<file path="src/rtl/core/gvrop_pkg.sv">
package gvrop_pkg;

   // access codes
   localparam logic [1:0] MODE_BYTE_READ  = 2'd0;
   localparam logic [1:0] MODE_BYTE_WRITE = 2'd1;
   localparam logic [1:0] MODE_WORD_READ  = 2'd2;
   localparam logic [1:0] MODE_WORD_WRITE = 2'd3;

   // write select codes (single-plane mode)
   localparam logic [1:0] WSEL_ROP     = 2'd0;
   localparam logic [1:0] WSEL_PATTERN = 2'd1;
   localparam logic [1:0] WSEL_CPU     = 2'd2;
   localparam logic [1:0] WSEL_KEEP    = 2'd3;

   // register indexes
   localparam int CSR_IDX_W = 3;
   localparam logic [CSR_IDX_W-1:0] CSR_SINGLE_PLANE  = 3'd0;
   localparam logic [CSR_IDX_W-1:0] CSR_WRITE_SELECT  = 3'd1;
   localparam logic [CSR_IDX_W-1:0] CSR_PATTERN_PAGE0 = 3'd2;
   localparam logic [CSR_IDX_W-1:0] CSR_PATTERN_PAGE1 = 3'd3;
   localparam logic [CSR_IDX_W-1:0] CSR_ROP_PAGE0     = 3'd4;
   localparam logic [CSR_IDX_W-1:0] CSR_ROP_PAGE1     = 3'd5;
   localparam int CSR_DATA_W = 16;

   localparam int ADDR_W = 18;
   localparam int DATA_W = 16;
   localparam int WAIT_W = 4;

   localparam logic [WAIT_W-1:0] WAIT_READ_SP  = 4'd4;
   localparam logic [WAIT_W-1:0] WAIT_READ_MP  = 4'd7;
   localparam logic [WAIT_W-1:0] WAIT_WRITE_SP = 4'd1;
   localparam logic [WAIT_W-1:0] WAIT_WRITE_MP = 4'd4;

   typedef struct packed {
      logic        single_plane;
      logic [1:0]  write_select;
      logic [15:0] pattern_page0;
      logic [15:0] pattern_page1;
      logic [7:0]  rop_page0;
      logic [7:0]  rop_page1;
   } cfg_type;

   typedef struct packed {
      logic capture;   // latch request, read both byte lanes
      logic commit;    // write back lanes, load result
   } cmd_type;

   // 8-minterm logic on one byte lane; rop bit (p*4 + c*2 + m)
   function automatic logic [7:0] rop_byte(input logic [7:0] rop, input logic [7:0] p,
                                           input logic [7:0] c, input logic [7:0] m);
      logic [7:0] acc;
      logic [7:0] tp;
      logic [7:0] tc;
      logic [7:0] tm;
      acc = '0;
      for (int k = 0; k < 8; k++) begin
         tp = ((k & 4) != 0) ? p : ~p;
         tc = ((k & 2) != 0) ? c : ~c;
         tm = ((k & 1) != 0) ? m : ~m;
         if (rop[k]) begin
            acc = acc | (tp & tc & tm);
         end
      end
      return acc;
   endfunction

   // byte to store on one lane
   function automatic logic [7:0] store_byte(input cfg_type cfg, input logic [7:0] rop,
                                             input logic [7:0] p, input logic [7:0] c,
                                             input logic [7:0] m);
      logic [7:0] res;
      if (!cfg.single_plane) begin
         res = c;
      end else begin
         case (cfg.write_select)
            WSEL_ROP:     res = rop_byte(rop, p, c, m);
            WSEL_PATTERN: res = p;
            WSEL_CPU:     res = c;
            default:      res = m;
         endcase
      end
      return res;
   endfunction

endpackage

</file>
<file path="src/rtl/core/gvrop_csr.sv">
module gvrop_csr (
   input  logic                           clock,
   input  logic                           reset,
   input  logic                           csr_we,
   input  logic [gvrop_pkg::CSR_IDX_W-1:0]  csr_index,
   input  logic [gvrop_pkg::CSR_DATA_W-1:0] csr_wdata,
   output gvrop_pkg::cfg_type             cfg
);

   gvrop_pkg::cfg_type cfg_ff;
   gvrop_pkg::cfg_type cfg_in;

   always_comb begin
      cfg_in = cfg_ff;
      if (csr_we) begin
         case (csr_index)
            gvrop_pkg::CSR_SINGLE_PLANE:  cfg_in.single_plane  = csr_wdata[0];
            gvrop_pkg::CSR_WRITE_SELECT:  cfg_in.write_select  = csr_wdata[1:0];
            gvrop_pkg::CSR_PATTERN_PAGE0: cfg_in.pattern_page0 = csr_wdata;
            gvrop_pkg::CSR_PATTERN_PAGE1: cfg_in.pattern_page1 = csr_wdata;
            gvrop_pkg::CSR_ROP_PAGE0:     cfg_in.rop_page0     = csr_wdata[7:0];
            gvrop_pkg::CSR_ROP_PAGE1:     cfg_in.rop_page1     = csr_wdata[7:0];
            default:                      cfg_in = cfg_ff;
         endcase
      end
   end

   always_ff @(posedge clock) begin
      if (reset) begin
         cfg_ff <= '0;
      end else begin
         cfg_ff <= cfg_in;
      end
   end

   assign cfg = cfg_ff;

endmodule

</file>
<file path="config.mk">
export PLATFORM = sky130hd
export DESIGN_NAME = gvrop_csr
export DESIGN_NICKNAME = d
export VERILOG_FILES = /design/src/rtl/core/gvrop_pkg.sv /design/src/rtl/core/gvrop_csr.sv
export SDC_FILE = /design/constraint.sdc
export NUM_CORES = 1
export LEC_CHECK = 0
export ABC_AREA = 0
export BUFFER_PORTS_ARGS = -buffer_cell sky130_fd_sc_hd__buf_4
export CORE_MARGIN = 2
export CORE_UTILIZATION = 49
export CTS_CLUSTER_DIAMETER = 150
export DETAILED_ROUTE_END_ITERATION = 10
export PLACE_DENSITY_LB_ADDON = 0.25
export SYNTH_ARGS = -nofsm -noshare
export SYNTH_HDL_FRONTEND = slang
export SYNTH_SLANG_ARGS = --single-unit
export TNS_END_PERCENT = 1
</file>
<file path="constraint.sdc">
create_clock -name clock -period 0.9 [get_ports clock]
set_input_delay 0.045 -clock clock [delete_from_list [all_inputs] [get_ports clock]]
set_output_delay 0.045 -clock clock [all_outputs]
set_load 0.02 [all_outputs]
</file>
==> metrics.md <==
| Metric | Value |
|---|---|
| First-pass iteration count of the detailed router | 4 |
| Outcome | finished, final reports clean |
| Hold_buf cts | 0 |
| Initial Utilization | 0.515 |
| Post-Synth Adder-Cell Area | 0 |
| Worst min-delay path startpoint | csr_wdata[10] |
| Pin count of the biggest net entering global routing | 24 |
| Die height | 69.3 um |
| Rows | 23 |
| Register share of total power | 0.551 |
| Fin Setup TNS | 0 ns |
| WS Path Type | reg -> out |
| XOR/XNOR share of the synthesized area | 0 |
| Hold depth | 3 |
| Psw | 976 uW |
| Latest clock arrival within the worst-skew pair | 0.30 ns |
| Static Leak | 0.00139 uW |
| Critical Path End Type | output port |
| RR Endpoint | cfg[18] |
| HPWL after DPL | 3.18 mm |
| Worst reg2reg path startpoint | cfg[18] |
| Routed len/inst | 13.7 um |
| Yosys top cell area share | 0.489 |
| Die Width | 69.3 um |
| Crit path max-delay family | flip-flops |
| Sw frac | 0.230 |
| Area Growth Syn to Fin | 36.4% |
| Storage cell area | 0.00102 mm^2 |
| CTS max path bufs | 2 |
| Post-Synthesis Mean Instance Area | 11.1 um^2 |
| Layout cells sized above 1 | 0.337 |
| Maximum clock frequency | 1.17 GHz |
| Post-synthesis cell type count | 11 |
| Worst hold path endpoint | cfg[42] |
| Yosys Warn Count | 0 |
| # diodes | 0 |
| Minimum clock period after layout | 0.852 ns |
| Multi-input gate area | 0.00101 mm^2 |
| Antenna-violating nets left | 0 |
| Number of synthesized flops with an enable pin | 0 |
| Max-slew headroom | 0.778 |
| Register area share after synthesis | 0.489 |
| R2R Setup Slk | 0.26 ns |
| RSZ-0062 raised after global routing | false |
| Crit share post-route | 0.947 |
| Final WL | 4.35 mm |
| Mapped Cells | 189 |
| Compound-cell area share of the yosys netlist | 0 |
| P per Cell Area | 1490 mW/mm^2 |
| FFs w/ async S/R, synth | 0 |
| Post-Syn Area | 0.00209 mm^2 |
| Post-synthesis simple-gate area fraction | 0.240 |
| Overall power | 4240 uW |
| Crit-path slowest cell | dfxtp_1 |
| Clk pin slew, worst setup/hold paths | 0.09 ns |
| Final core utilization | 0.702 |
| Fin. Hold Viols | 0 |
| Cell chain of the critical path | buf_4 |
| Slew Viols, Final | 0 |
| Syn nets | 211 |
| Yosys reg bits | 51 |
| Finished Cell Area | 0.00285 mm^2 |
| RD Place Congestion | 0.698 |
| Vias in the first global route | 1,547 |
| Critical Path RT | 0.85 ns |
| First-pass GRT wire length | 7.41 mm |
| Gr usage total | 0.190 |
| Peak supply drop | 0.000951 V |
| Proportion of synthesized area in mux cells | 0.244 |
| CP max FO | 2 |
| Largest cells by area after synthesis | dfxtp_1, mux2i_1, nand2b_1, nand4bb_1, clkbuf_1 |
| Vias/cell | 4.89 |
| TritonCTS clock tree | yes |
| Ys flop type | dfxtp_1 |
| Internal power | 3260 uW |
| Post-CTS setup buffer count | 0 |
| Worst path max stage delay | 0.36 ns |
| Remaining DRCs | 0 |
| Core area | 0.00406 mm^2 |
| Htree depth | 2 |
| Top cells by count, synth | nand2b_1, dfxtp_1, mux2i_1 |
| CP Buf/Inv Count | 1 |
| Clock power share | 0.336 |
| Root buf cell | clkbuf_8 |
| # fillers | 332 |
| WP data arrival | 0.81 ns |
| Iteration-0 DRC Markers | 51 |
| Yosys top cell by area | dfxtp_1 |
| PortBufs | 72 |
| Register-to-Register Path Depth | 2 |
| Clock Sinks | 51 |
| Initial antenna violation count | 0 |
| # IOs | 73 |
| Main combinational cell family by area after synthesis | multiplexers |
| Most frequent cell after synthesis | nand2b_1 |
| Worst Setup SP | cfg[32] |
| Clk_skew | 0 ns |
| Min-Delay Path Class | in -> reg |
| Num CTS Buffers | 5 |
| Gr ovfl total | 0 |
| Gate power share | 0.113 |
| Die ar. | 0.00480 mm^2 |
| Max reg flops | 51 |
| DP Area | 0.00275 mm^2 |
| Least-Margin Pin Slew | 0.329 ns |
| Critical Path Source Type | flop |
| Setup-failing EPs final | 0 |
| NumNets Final | 288 |
| Max cap viols | 0 |
| Via count | 1,549 |
worst max path at each step:
stage,to,slack [ns],cells past startpoint
after floorplan,cfg[21],0.15,3
after global placement,cfg[32],0.02,4
after detailed placement,cfg[26],-0.01,4
after CTS,cfg[36],0.04,1
after global routing,cfg[24],0.002,1
final,cfg[32],0.05,1
power by group through the flow:
| stage | Sequential [uW] | Clock, uW | Combinational, uW |
|---|---|---|---|
| after global routing | 2340 | 1550 | 513 |
| final | 2330 | 1430 | 478 |
| after global placement | 2380 | 0 | 475 |
| after detailed placement | 2380 | 0 | 481 |
| after CTS | 2330 | 1450 | 483 |
| after floorplan | 2440 | 0 | 195 |
logic make-up (layout without fill, tap and decap cells):
group | after synthesis | in the layout
mux | 51 | 51
simple gates | 75 | 75
buf+inv | 12 | 90
flops | 51 | 51
stage by stage:
stage | instances | setup slack [ns] | hold slack [ns]
final | 317 | 0.0480 | 0.0282
after CTS | 317 | 0.0358 | 0.0232
after global routing | 317 | 0.00223 | 0.0308
after global placement | 309 | 0.0232 | 0.330
after detailed placement | 309 | -0.0132 | 0.346
after floorplan | 189 | 0.152 | 0.221
cell type report:
type / instances / share of cell area
repair buffers: 82 / 0.229
flip-flops and latches: 51 / 0.359
clock buffers: 8 / 0.0351
multi-input cells: 126 / 0.355
well taps: 50 / 0.0219
routing by layer:
| layer | GRT usage | up-vias | wire length, um |
|---|---|---|---|
| li1 | - | 783 | - |
| met1 | 0.257 | 713 | 2090 |
| met2 | 0.292 | 47 | 1980 |
| met3 | 0.0538 | 6 | 240 |
| met4 | 0.0654 | 0 | 46 |
| met5 | 0 | - | 0 |
repair_timing:
action | 4_1_cts | 5_1_grt
resized for setup | 0 | 1
endpoints found under the hold margin | 0 | 0
setup endpoints to repair | 0 | 1
layout by cell type (no fill, tap or decap), drive strengths merged:
cell / Yosys / final
nor4b: 1 / 1
dfxtp: 51 / 51
buf: 5 / 82
nand4bb: 3 / 3
and4b: 1 / 1
clkbuf: 7 / 8
and4bb: 1 / 1
nand2b: 67 / 67
mux2i: 51 / 51
nand4b: 2 / 2
No activity file was read; power rests on OpenSTA's default activity.
